--- src/rtl/xasp_pkg.sv ---
// ----------------------------------------------------------------------------
// xasp_pkg
// shared types and constants of the xor archive stream parser
// ----------------------------------------------------------------------------
package xasp_pkg;

    localparam logic [7:0]  XOR_KEY      = 8'hF7;
    localparam logic [7:0]  END_FLAG     = 8'h80;
    localparam logic [31:0] MAGIC_WORD   = 32'hBAC04AC0;
    localparam logic [31:0] VERSION_WORD = 32'h0000_0000;

    localparam logic [7:0]  LEN_WORD  = 8'd4;
    localparam logic [7:0]  LEN_TIME  = 8'd8;
    localparam logic [7:0]  LEN_BYTE  = 8'd1;

    localparam logic [3:0] KIND_MAGIC   = 4'd0;
    localparam logic [3:0] KIND_VERSION = 4'd1;
    localparam logic [3:0] KIND_FLAG    = 4'd2;
    localparam logic [3:0] KIND_NLEN    = 4'd3;
    localparam logic [3:0] KIND_NAME    = 4'd4;
    localparam logic [3:0] KIND_SIZE    = 4'd5;
    localparam logic [3:0] KIND_TIME    = 4'd6;
    localparam logic [3:0] KIND_HDR_END = 4'd7;
    localparam logic [3:0] KIND_BODY    = 4'd8;
    localparam logic [3:0] KIND_IGNORED = 4'd9;

    localparam logic [2:0] ERR_NONE    = 3'd0;
    localparam logic [2:0] ERR_MAGIC   = 3'd1;
    localparam logic [2:0] ERR_VERSION = 3'd2;
    localparam logic [2:0] ERR_END     = 3'd3;
    localparam logic [2:0] ERR_ENTRIES = 3'd4;

    typedef enum logic [8:0] {
        PH_MAGIC   = 9'b000000001,
        PH_VERSION = 9'b000000010,
        PH_FLAG    = 9'b000000100,
        PH_NLEN    = 9'b000001000,
        PH_NAME    = 9'b000010000,
        PH_SIZE    = 9'b000100000,
        PH_TIME    = 9'b001000000,
        PH_BODY    = 9'b010000000,
        PH_DONE    = 9'b100000000
    } phase_t;

    // one queued nonempty file: its entry number and size
    typedef struct packed {
        logic [5:0]  entry;
        logic [31:0] size;
    } slot_t;

    typedef struct packed {
        logic [7:0] data_byte;
        logic [3:0] kind;
        logic [5:0] entry_number;
        logic [7:0] field_offset;
        logic       last_of_field;
        logic [2:0] error_code;
    } res_t;

endpackage

--- src/rtl/xor_archive_stream_parser_top.sv ---
// ----------------------------------------------------------------------------
// xor_archive_stream_parser_top
// decodes an obfuscated archive byte stream and tags every byte
//
//   channel   direction  handshake               payload
//   raw       in         raw_valid / raw_stall   raw_byte
//   res       out        res_valid / res_stall   data_byte .. error_code
//   cfg       in         cfg_we                  cfg_wdata (archive length)
//
// one request per cycle sustained while res_stall is low; a taken request
// passes the input register, then the parse step into the result register
// the body file sizes come from a queue ram read ahead at the next head
// reset clears all control state; no clearing pass is needed
// a stalled result side fills the skid entry, then stalls the raw side
// ----------------------------------------------------------------------------
module xor_archive_stream_parser_top
    import xasp_pkg::*;
#(
    parameter int MAX_ENTRIES = 64
)
(
    input  logic        clk,
    input  logic        rst_n,
    input  logic        cfg_we,
    input  logic [31:0] cfg_wdata,
    input  logic        raw_valid,
    output logic        raw_stall,
    input  logic [7:0]  raw_byte,
    output logic        res_valid,
    input  logic        res_stall,
    output logic [7:0]  data_byte,
    output logic [3:0]  kind,
    output logic [5:0]  entry_number,
    output logic [7:0]  field_offset,
    output logic        last_of_field,
    output logic [2:0]  error_code
);

    logic buf_ready;
    logic res_push;
    res_t res;
    res_t dout;

    xasp_core #(
        .MAX_ENTRIES (MAX_ENTRIES)
    ) u_core (
        .clk       (clk),
        .rst_n     (rst_n),
        .raw_valid (raw_valid),
        .raw_stall (raw_stall),
        .raw_byte  (raw_byte),
        .cfg_we    (cfg_we),
        .cfg_wdata (cfg_wdata),
        .buf_ready (buf_ready),
        .res_push  (res_push),
        .res       (res)
    );

    xasp_res_buf u_buf (
        .clk       (clk),
        .rst_n     (rst_n),
        .push      (res_push),
        .din       (res),
        .ready     (buf_ready),
        .res_valid (res_valid),
        .res_stall (res_stall),
        .dout      (dout)
    );

    assign data_byte     = dout.data_byte;
    assign kind          = dout.kind;
    assign entry_number  = dout.entry_number;
    assign field_offset  = dout.field_offset;
    assign last_of_field = dout.last_of_field;
    assign error_code    = dout.error_code;

endmodule

--- src/rtl/xasp_ram.sv ---
// ----------------------------------------------------------------------------
// xasp_ram
// generic single write port ram with registered read
// ----------------------------------------------------------------------------
module xasp_ram
    import xasp_pkg::*;
#(
    parameter int WIDTH = 8,
    parameter int DEPTH = 16,
    localparam int AW = (DEPTH > 1) ? $clog2(DEPTH) : 1
)
(
    input  logic             clk,
    input  logic             we,
    input  logic [AW-1:0]    waddr,
    input  logic [WIDTH-1:0] wdata,
    input  logic [AW-1:0]    raddr,
    output logic [WIDTH-1:0] rdata
);

    logic [WIDTH-1:0] mem [DEPTH];

    always_ff @(posedge clk)
    begin
        if (we)
        begin
            mem[waddr] <= wdata;
        end
        rdata <= mem[raddr];
    end

endmodule

--- src/rtl/xasp_core.sv ---
// ----------------------------------------------------------------------------
// xasp_core
// input register, header and body parse step, queue of nonempty files
// ----------------------------------------------------------------------------
module xasp_core
    import xasp_pkg::*;
#(
    parameter int MAX_ENTRIES = 64
)
(
    input  logic        clk,
    input  logic        rst_n,
    input  logic        raw_valid,
    output logic        raw_stall,
    input  logic [7:0]  raw_byte,
    input  logic        cfg_we,
    input  logic [31:0] cfg_wdata,
    input  logic        buf_ready,
    output logic        res_push,
    output res_t        res
);

    localparam int CW = $clog2(MAX_ENTRIES + 1);
    localparam int AW = (MAX_ENTRIES > 1) ? $clog2(MAX_ENTRIES) : 1;

    logic        in_vld_reg;
    logic [7:0]  in_byte_reg;

    phase_t      phase_reg,     phase_next;
    logic [7:0]  pos_reg,       pos_next;
    logic [7:0]  nlen_reg,      nlen_next;
    logic [31:0] asm_reg,       asm_next;
    logic [CW-1:0] cnt_reg,     cnt_next;
    logic [31:0] brem_reg,      brem_next;
    logic [31:0] body_rem_reg,  body_rem_next;
    logic [2:0]  err_reg,       err_next;
    logic [CW-1:0] wr_ptr_reg,  wr_ptr_next;
    logic [CW-1:0] rd_ptr_reg,  rd_ptr_next;

    logic        fire;
    logic [7:0]  d;
    logic [7:0]  flen;
    logic [31:0] asm_base;
    logic [31:0] asm_new;
    logic [31:0] rem_cur;
    logic        push;
    logic [2:0]  err;
    slot_t       head;
    logic [$bits(slot_t)-1:0] rdata;

    assign raw_stall = in_vld_reg && !buf_ready;
    assign fire      = in_vld_reg && buf_ready;
    assign d         = in_byte_reg ^ XOR_KEY;
    assign head      = slot_t'(rdata);
    assign res_push  = fire;

    always_ff @(posedge clk or negedge rst_n)
    begin
        if (!rst_n)
        begin
            in_vld_reg <= 1'b0;
        end
        else if (!raw_stall)
        begin
            in_vld_reg <= raw_valid;
        end
    end

    always_ff @(posedge clk)
    begin
        if (raw_valid && !raw_stall)
        begin
            in_byte_reg <= raw_byte;
        end
    end

    always_comb
    begin
        unique case (phase_reg)
            PH_MAGIC, PH_VERSION, PH_SIZE: flen = LEN_WORD;
            PH_TIME:                       flen = LEN_TIME;
            PH_NAME:                       flen = nlen_reg;
            default:                       flen = LEN_BYTE;
        endcase
    end

    assign asm_base = (pos_reg == 8'd0) ? 32'd0 : asm_reg;
    assign asm_new  = (pos_reg < LEN_WORD)
                    ? (asm_base | ({24'd0, d} << {pos_reg[1:0], 3'b000}))
                    : asm_base;
    assign rem_cur  = (body_rem_reg == 32'd0) ? head.size : body_rem_reg;

    always_comb
    begin
        phase_next    = phase_reg;
        pos_next      = pos_reg;
        nlen_next     = nlen_reg;
        asm_next      = asm_reg;
        cnt_next      = cnt_reg;
        brem_next     = brem_reg;
        body_rem_next = body_rem_reg;
        err_next      = err_reg;
        wr_ptr_next   = wr_ptr_reg;
        rd_ptr_next   = rd_ptr_reg;
        push          = 1'b0;
        err           = ERR_NONE;

        res.data_byte     = d;
        res.kind          = KIND_IGNORED;
        res.entry_number  = 6'd0;
        res.field_offset  = 8'd0;
        res.last_of_field = 1'b0;
        res.error_code    = ERR_NONE;

        if (fire)
        begin
            if (err_reg != ERR_NONE || phase_reg == PH_DONE)
            begin
                res.error_code = err_reg;
            end
            else if (phase_reg == PH_BODY)
            begin
                res.kind         = KIND_BODY;
                res.entry_number = head.entry;
                if (body_rem_reg == 32'd0 && brem_reg < head.size)
                begin
                    err = ERR_END;
                end
                else
                begin
                    res.field_offset = (body_rem_reg == 32'd0) ? 8'd0
                                     : head.size[7:0] - body_rem_reg[7:0];
                    body_rem_next = rem_cur - 32'd1;
                    if (rem_cur == 32'd1)
                    begin
                        res.last_of_field = 1'b1;
                        rd_ptr_next = rd_ptr_reg + CW'(1);
                        if (CW'(rd_ptr_reg + CW'(1)) == wr_ptr_reg)
                        begin
                            phase_next = PH_DONE;
                        end
                    end
                end
            end
            else
            begin
                res.field_offset = pos_reg;
                res.entry_number = (phase_reg == PH_MAGIC || phase_reg == PH_VERSION)
                                 ? 6'd0 : 6'(cnt_reg);
                unique case (phase_reg)
                    PH_MAGIC:   res.kind = KIND_MAGIC;
                    PH_VERSION: res.kind = KIND_VERSION;
                    PH_FLAG:    res.kind = KIND_FLAG;
                    PH_NLEN:    res.kind = KIND_NLEN;
                    PH_NAME:    res.kind = KIND_NAME;
                    PH_SIZE:    res.kind = KIND_SIZE;
                    PH_TIME:    res.kind = KIND_TIME;
                    default:    res.kind = KIND_IGNORED;
                endcase

                if (pos_reg == 8'd0 && brem_reg < {24'd0, flen})
                begin
                    err = ERR_END;
                end
                else
                begin
                    unique case (phase_reg)
                        PH_MAGIC, PH_VERSION, PH_SIZE, PH_TIME:
                        begin
                            asm_next = asm_new;
                            if (pos_reg == flen - 8'd1)
                            begin
                                res.last_of_field = 1'b1;
                                pos_next = 8'd0;
                                if (phase_reg == PH_MAGIC)
                                begin
                                    if (asm_new != MAGIC_WORD)
                                    begin
                                        err = ERR_MAGIC;
                                        res.last_of_field = 1'b0;
                                    end
                                    else
                                    begin
                                        phase_next = PH_VERSION;
                                    end
                                end
                                else if (phase_reg == PH_VERSION)
                                begin
                                    if (asm_new != VERSION_WORD)
                                    begin
                                        err = ERR_VERSION;
                                        res.last_of_field = 1'b0;
                                    end
                                    else
                                    begin
                                        phase_next = PH_FLAG;
                                    end
                                end
                                else if (phase_reg == PH_SIZE)
                                begin
                                    if (asm_new != 32'd0)
                                    begin
                                        push        = 1'b1;
                                        wr_ptr_next = wr_ptr_reg + CW'(1);
                                    end
                                    phase_next = PH_TIME;
                                end
                                else
                                begin
                                    cnt_next   = cnt_reg + CW'(1);
                                    phase_next = PH_FLAG;
                                end
                            end
                            else
                            begin
                                pos_next = pos_reg + 8'd1;
                            end
                        end
                        PH_FLAG:
                        begin
                            if (d == END_FLAG)
                            begin
                                res.kind          = KIND_HDR_END;
                                res.last_of_field = 1'b1;
                                body_rem_next     = 32'd0;
                                phase_next = (wr_ptr_reg == CW'(0)) ? PH_DONE : PH_BODY;
                            end
                            else if (cnt_reg >= CW'(MAX_ENTRIES))
                            begin
                                err = ERR_ENTRIES;
                            end
                            else
                            begin
                                res.last_of_field = 1'b1;
                                phase_next = PH_NLEN;
                            end
                        end
                        PH_NLEN:
                        begin
                            nlen_next         = d;
                            res.last_of_field = 1'b1;
                            pos_next          = 8'd0;
                            phase_next = (d != 8'd0) ? PH_NAME : PH_SIZE;
                        end
                        PH_NAME:
                        begin
                            if ({1'b0, pos_reg} + 9'd1 >= {1'b0, nlen_reg})
                            begin
                                res.last_of_field = 1'b1;
                                pos_next   = 8'd0;
                                phase_next = PH_SIZE;
                            end
                            else
                            begin
                                pos_next = pos_reg + 8'd1;
                            end
                        end
                        default:
                        begin
                            phase_next = phase_reg;
                        end
                    endcase
                end
            end

            res.error_code = (err != ERR_NONE) ? err : res.error_code;
            if (err != ERR_NONE)
            begin
                err_next = err;
            end
            else if (brem_reg != 32'd0)
            begin
                brem_next = brem_reg - 32'd1;
            end
        end

        if (cfg_we)
        begin
            brem_next = cfg_wdata;
        end
    end

    always_ff @(posedge clk or negedge rst_n)
    begin
        if (!rst_n)
        begin
            phase_reg    <= PH_MAGIC;
            pos_reg      <= 8'd0;
            nlen_reg     <= 8'd0;
            asm_reg      <= 32'd0;
            cnt_reg      <= '0;
            brem_reg     <= 32'd0;
            body_rem_reg <= 32'd0;
            err_reg      <= ERR_NONE;
            wr_ptr_reg   <= '0;
            rd_ptr_reg   <= '0;
        end
        else
        begin
            phase_reg    <= phase_next;
            pos_reg      <= pos_next;
            nlen_reg     <= nlen_next;
            asm_reg      <= asm_next;
            cnt_reg      <= cnt_next;
            brem_reg     <= brem_next;
            body_rem_reg <= body_rem_next;
            err_reg      <= err_next;
            wr_ptr_reg   <= wr_ptr_next;
            rd_ptr_reg   <= rd_ptr_next;
        end
    end

    // queue of nonempty files, read ahead at the next head
    xasp_ram #(
        .WIDTH ($bits(slot_t)),
        .DEPTH (MAX_ENTRIES)
    ) u_queue (
        .clk   (clk),
        .we    (push),
        .waddr (wr_ptr_reg[AW-1:0]),
        .wdata ({6'(cnt_reg), asm_new}),
        .raddr (rd_ptr_next[AW-1:0]),
        .rdata (rdata)
    );

endmodule

--- src/rtl/xasp_res_buf.sv ---
// ----------------------------------------------------------------------------
// xasp_res_buf
// result register with a skid entry
// ----------------------------------------------------------------------------
module xasp_res_buf
    import xasp_pkg::*;
(
    input  logic clk,
    input  logic rst_n,
    input  logic push,
    input  res_t din,
    output logic ready,
    output logic res_valid,
    input  logic res_stall,
    output res_t dout
);

    logic [1:0] count_reg, count_next;
    res_t       main_reg,  main_next;
    res_t       skid_reg,  skid_next;
    logic       pop;

    assign pop       = (count_reg != 2'd0) && !res_stall;
    assign ready     = (count_reg != 2'd2);
    assign res_valid = (count_reg != 2'd0);
    assign dout      = main_reg;

    always_comb
    begin
        count_next = count_reg;
        main_next  = main_reg;
        skid_next  = skid_reg;
        case (count_reg)
            2'd0:
            begin
                if (push)
                begin
                    main_next  = din;
                    count_next = 2'd1;
                end
            end
            2'd1:
            begin
                if (push && pop)
                begin
                    main_next = din;
                end
                else if (push)
                begin
                    skid_next  = din;
                    count_next = 2'd2;
                end
                else if (pop)
                begin
                    count_next = 2'd0;
                end
            end
            2'd2:
            begin
                if (pop)
                begin
                    main_next  = skid_reg;
                    count_next = 2'd1;
                end
            end
            default:
            begin
                count_next = 2'd0;
            end
        endcase
    end

    always_ff @(posedge clk or negedge rst_n)
    begin
        if (!rst_n)
        begin
            count_reg <= 2'd0;
        end
        else
        begin
            count_reg <= count_next;
        end
    end

    always_ff @(posedge clk)
    begin
        main_reg <= main_next;
        skid_reg <= skid_next;
    end

endmodule

--- config.mk ---
export PLATFORM = sky130hd
export DESIGN_NAME = xor_archive_stream_parser_top
export DESIGN_NICKNAME = d
export VERILOG_FILES = /design/src/rtl/xasp_pkg.sv /design/src/rtl/xor_archive_stream_parser_top.sv /design/src/rtl/xasp_ram.sv /design/src/rtl/xasp_core.sv /design/src/rtl/xasp_res_buf.sv
export SDC_FILE = /design/constraint.sdc
export NUM_CORES = 2
export LEC_CHECK = 0
export BUFFER_PORTS_ARGS = -buffer_cell sky130_fd_sc_hd__buf_2
export CAP_MARGIN = 20
export CORE_MARGIN = 1.5
export CORE_UTILIZATION = 60
export DETAILED_ROUTE_END_ITERATION = 12
export PLACE_DENSITY = 0.76
export SLEW_MARGIN = 20
export SYNTH_ARGS = -nofsm -noshare
export SYNTH_HDL_FRONTEND = slang
export SYNTH_SLANG_ARGS = --single-unit
--- constraint.sdc ---
create_clock -name clk -period 9.4 [get_ports clk]
set_clock_uncertainty 0.15 [all_clocks]
set_input_delay 0.94 -clock clk [delete_from_list [all_inputs] [get_ports clk]]
set_output_delay 0.94 -clock clk [all_outputs]
set_load 0.03 [all_outputs]
==> summary.md <==
| Metric | Value |
|---|---|
| Core footprint | `roughly 0.19 mm^2` |
| Die Height | `around 440 um` |
| Syn avg cell area | `13.88 um^2` |
| Number of synthesized register bits | `2,686` |
| Reg2reg end | `u_core.u_queue.rdata[28]` |
| Peak VDD IR | `184.4 uV` |
| Via count | `about 76,000` |
| FF/Latch Area | `0.07955 mm^2` |
| Hold_sp | `raw_byte[2]` |
| Pwr per Cell Area | `193.9 mW/mm^2` |
| Status | `completed` |
| Ys flop type | `edfxtp_1` |
| Register area share after synthesis | `0.7085` |
| RSZ-0062 raised after global routing | `false` |
| Filler Cells Inserted | `12,340` |
| Min Clock Period, post-route | `7.877 ns` |
| Htree depth | `5` |
| Critical Path AT | `approximately 8.5 ns` |
| Routed wire length | `337.0 mm` |
| Worst-Margin Slew | `1.275 ns` |
| Achievable Freq | `0.1269 GHz` |
| Tot GR Track Use | `0.3483` |
| Share of post-route cells with drive strength above 1 | `0.1119` |
| Max-Cap Viols | `0` |
| Setup TNS | `0 ns` |
| Post-CTS sizing | `0` |
| Number of enable flip-flop cells after synthesis | `2,500` |
| Hold Path End | `u_core.in_byte_reg[2]` |
| Critical Path End Type | `register` |
| Worst hold path class | `input pin to register` |
| Crit path max fanout | `~110` |
| Number of setup buffers added after CTS | `0` |
| Crit-path max cell delay | `around 0.75 ns` |
| Post-synthesis cell area | `0.1123 mm^2` |
| WL/cell | `31.26 um` |
| Fin. Hold Viols | `0` |
| Final hold slack | `around 0.06 ns` |
| Area of the multi-input gates | `0.03101 mm^2` |
| Root Driver | `clkbuf_16` |
| Leakage | `0.03833 uW` |
| Clock sinks | `2,686` |
| Slew HR | `0.1502` |
| DIE WIDTH | `between 400 and 500 um` |
| First-pass GRT wire length | `around 490 mm` |
| Syn_nets | `approximately 8,200` |
| Cell with the most instances after synthesis | `edfxtp_1` |
| Number of buffers added on ports | `76` |
| Biggest register | `u_core.u_queue.mem` |
| CTS tree | `yes` |
| DRC Markers | `0` |
| Antenna violations before repair | `21` |
| Fin crit share | `0.8380` |
| Async set or reset register ratio after synthesis | `0.05510` |
| CTS buffer count | `284` |
| Final core occ | `0.6753` |
| GPL Wtd Cong | `0.9512` |
| Worst hold stages | `1` |
| Pin count of the biggest net entering global routing | `193` |
| Total grt overflow | `0` |
| WS Path Type | `register to register` |
| Nets | `8,194` |
| Top cells by count, synth | `edfxtp_1, nand2_1, mux2i_1, clkbuf_1, nand3_1` |
| Unique masters post-synth | `94` |
| Post-Synthesis Cells | `8,091` |
| CP Data Required Time | `9.98 ns` |
| Synth area leader | `edfxtp_1` |
| Biggest regs | `u_core.u_queue.mem x2432, u_core.u_queue.rdata x38` |
| Synth Warn # | `0` |
| Vias in the first global route | `around 73,000` |
| Routed Antenna Nets | `0` |
| Post-DP HPWL | `195.2 mm` |
| Synthesis-to-finish area growth | `11.67%` |
| Worst reg2reg startpoint | `u_core.body_rem_reg[8]` |
| Iter 0 DRT Violations | `12,010` |
| Critical path, cell by cell | `nor4_1 > nand3_1 > nor3_4 > a21oi_1 > inv_1 > ha_1 > nand3b_1 > nor3_1 > o211ai_1 > a211oi_4 > buf_4 > xnor2_4 > inv_8 > buf_12 > nand2_1 > a32oi_1 > a31oi_1 > or4_1 > nor3_1` |
| Via density | `7.069` |
| Rows | `158` |
| Flop2flop setup slack | `1.52 ns` |
| CP max-delay cell | `nor3_1` |
| Final setup violation count | `0` |
| Cell mode on critical path | `nor3_1` |
| Hold Buf Count CTS | `1` |
| CP top delay family | `simple AND/OR/NAND/NOR gates` |
| Clock slew at reported path FFs | `0.06 ns` |
| # IOs | `77` |
| Dominant cells by area after synthesis | `edfxtp_1, mux2i_1, nand2_1` |
| Die area | `0.1897 mm^2` |
| Area share of the leading cell type in the synthesized netlist | `0.6687` |
| Startpoint types | `register` |
| Initial Utilization | `0.6048` |
| Final Max Slew Viols | `0` |
| Clock tree buffer depth | `4` |
| Worst path bufs/invs | `4` |
| Clock latency on the worst-skew pair | `0.93 ns` |
| Max FFs per register | `around 2,400` |
| Initial DRT Pass Iterations | `6` |
| Worst R2R Path Depth | `19` |
==> logic make-up after synthesis <==
family | count (synthesis) | share of synthesized area
muxes | 583 | 0.05362
xor gates and xnor gates | 73 | 0.005762
DFF | 2686 | 0.7085
AOI/OAI and AO/OA | 1703 | 0.1073
and+or+nand+nor | 2293 | 0.09336
buffers and inverters | 689 | 0.02425
adders and majority gates | 64 | 0.007200
==> layer usage <==
| layer | up-vias | track usage | routed length (um) |
|---|---|---|---|
| met5 | - | 0 | 92 |
| met4 | 14 | 0.1855 | 20210 |
| li1 | 31770 | - | - |
| met2 | 5765 | 0.5322 | 152800 |
| met3 | 1160 | 0.08860 | 44140 |
| met1 | 37490 | 0.4624 | 119800 |
==> cell type report <==
class                      count  area share
sequential                  2686      0.6346
multi-input combinational   4716      0.2474
clock buffer                 370     0.06199
tap                         2480     0.02475
timing repair buffer         281     0.01806
clock inverter               116    0.009352
inverter                     116    0.003623
antenna                       13   0.0002595
==> power by group <==
group	internal, uW	switching [uW]	total (uW)
clock	6460	4500	11000
sequential	13000	48.0	13000
combinational	78.9	232	311
==> metrics by stage <==
step | setup slack, ns | instance area, um^2 | instances | power, uW
final | 1.523 | 125400 | 10780 | 24310
after CTS | 1.747 | 125300 | 10760 | 24340
after global routing | 1.186 | 125300 | 10770 | 24810
after global placement | 1.154 | 116200 | 10270 | 13580
after detailed placement | 1.792 | 116300 | 10280 | 13590
after floorplan | 2.569 | 112300 | 8091 | 13460
==> placed cells by master (no fill, tap or decap), types with 118 or more instances in the layout <==
| cell type | count |
|---|---|
| nor3_1 | 177 |
| edfxtp_1 | 2500 |
| o221ai_1 | 247 |
| buf_4 | 174 |
| o21ai_0 | 182 |
| clkbuf_16 | 293 |
| a22oi_1 | 118 |
| a21oi_1 | 158 |
| dfrtp_1 | 139 |
| mux2i_1 | 508 |
| a32oi_1 | 142 |
| o22ai_1 | 296 |
| a31oi_1 | 244 |
| nor2_1 | 273 |
| nand3_1 | 344 |
| nand2_1 | 1001 |
==> worst max-delay path by stage <==
| stage | cells after the start | end | startpoint | slack (ns) |
|---|---|---|---|---|
| after floorplan | 11 | u_core.u_queue.mem[57][0] | u_core.pos_reg[4] | 2.57 |
| final | 19 | u_core.u_queue.rdata[28] | u_core.body_rem_reg[8] | 1.52 |
| after global placement | 19 | u_core.u_queue.rdata[25] | u_core.body_rem_reg[8] | 1.15 |
| after global routing | 18 | u_core.u_queue.rdata[28] | u_core.body_rem_reg[8] | 1.19 |
| after CTS | 18 | u_core.u_queue.rdata[28] | u_core.body_rem_reg[8] | 1.75 |
| after detailed placement | 18 | u_core.u_queue.rdata[28] | u_core.body_rem_reg[8] | 1.79 |
(Power assumes the default switching activity.)
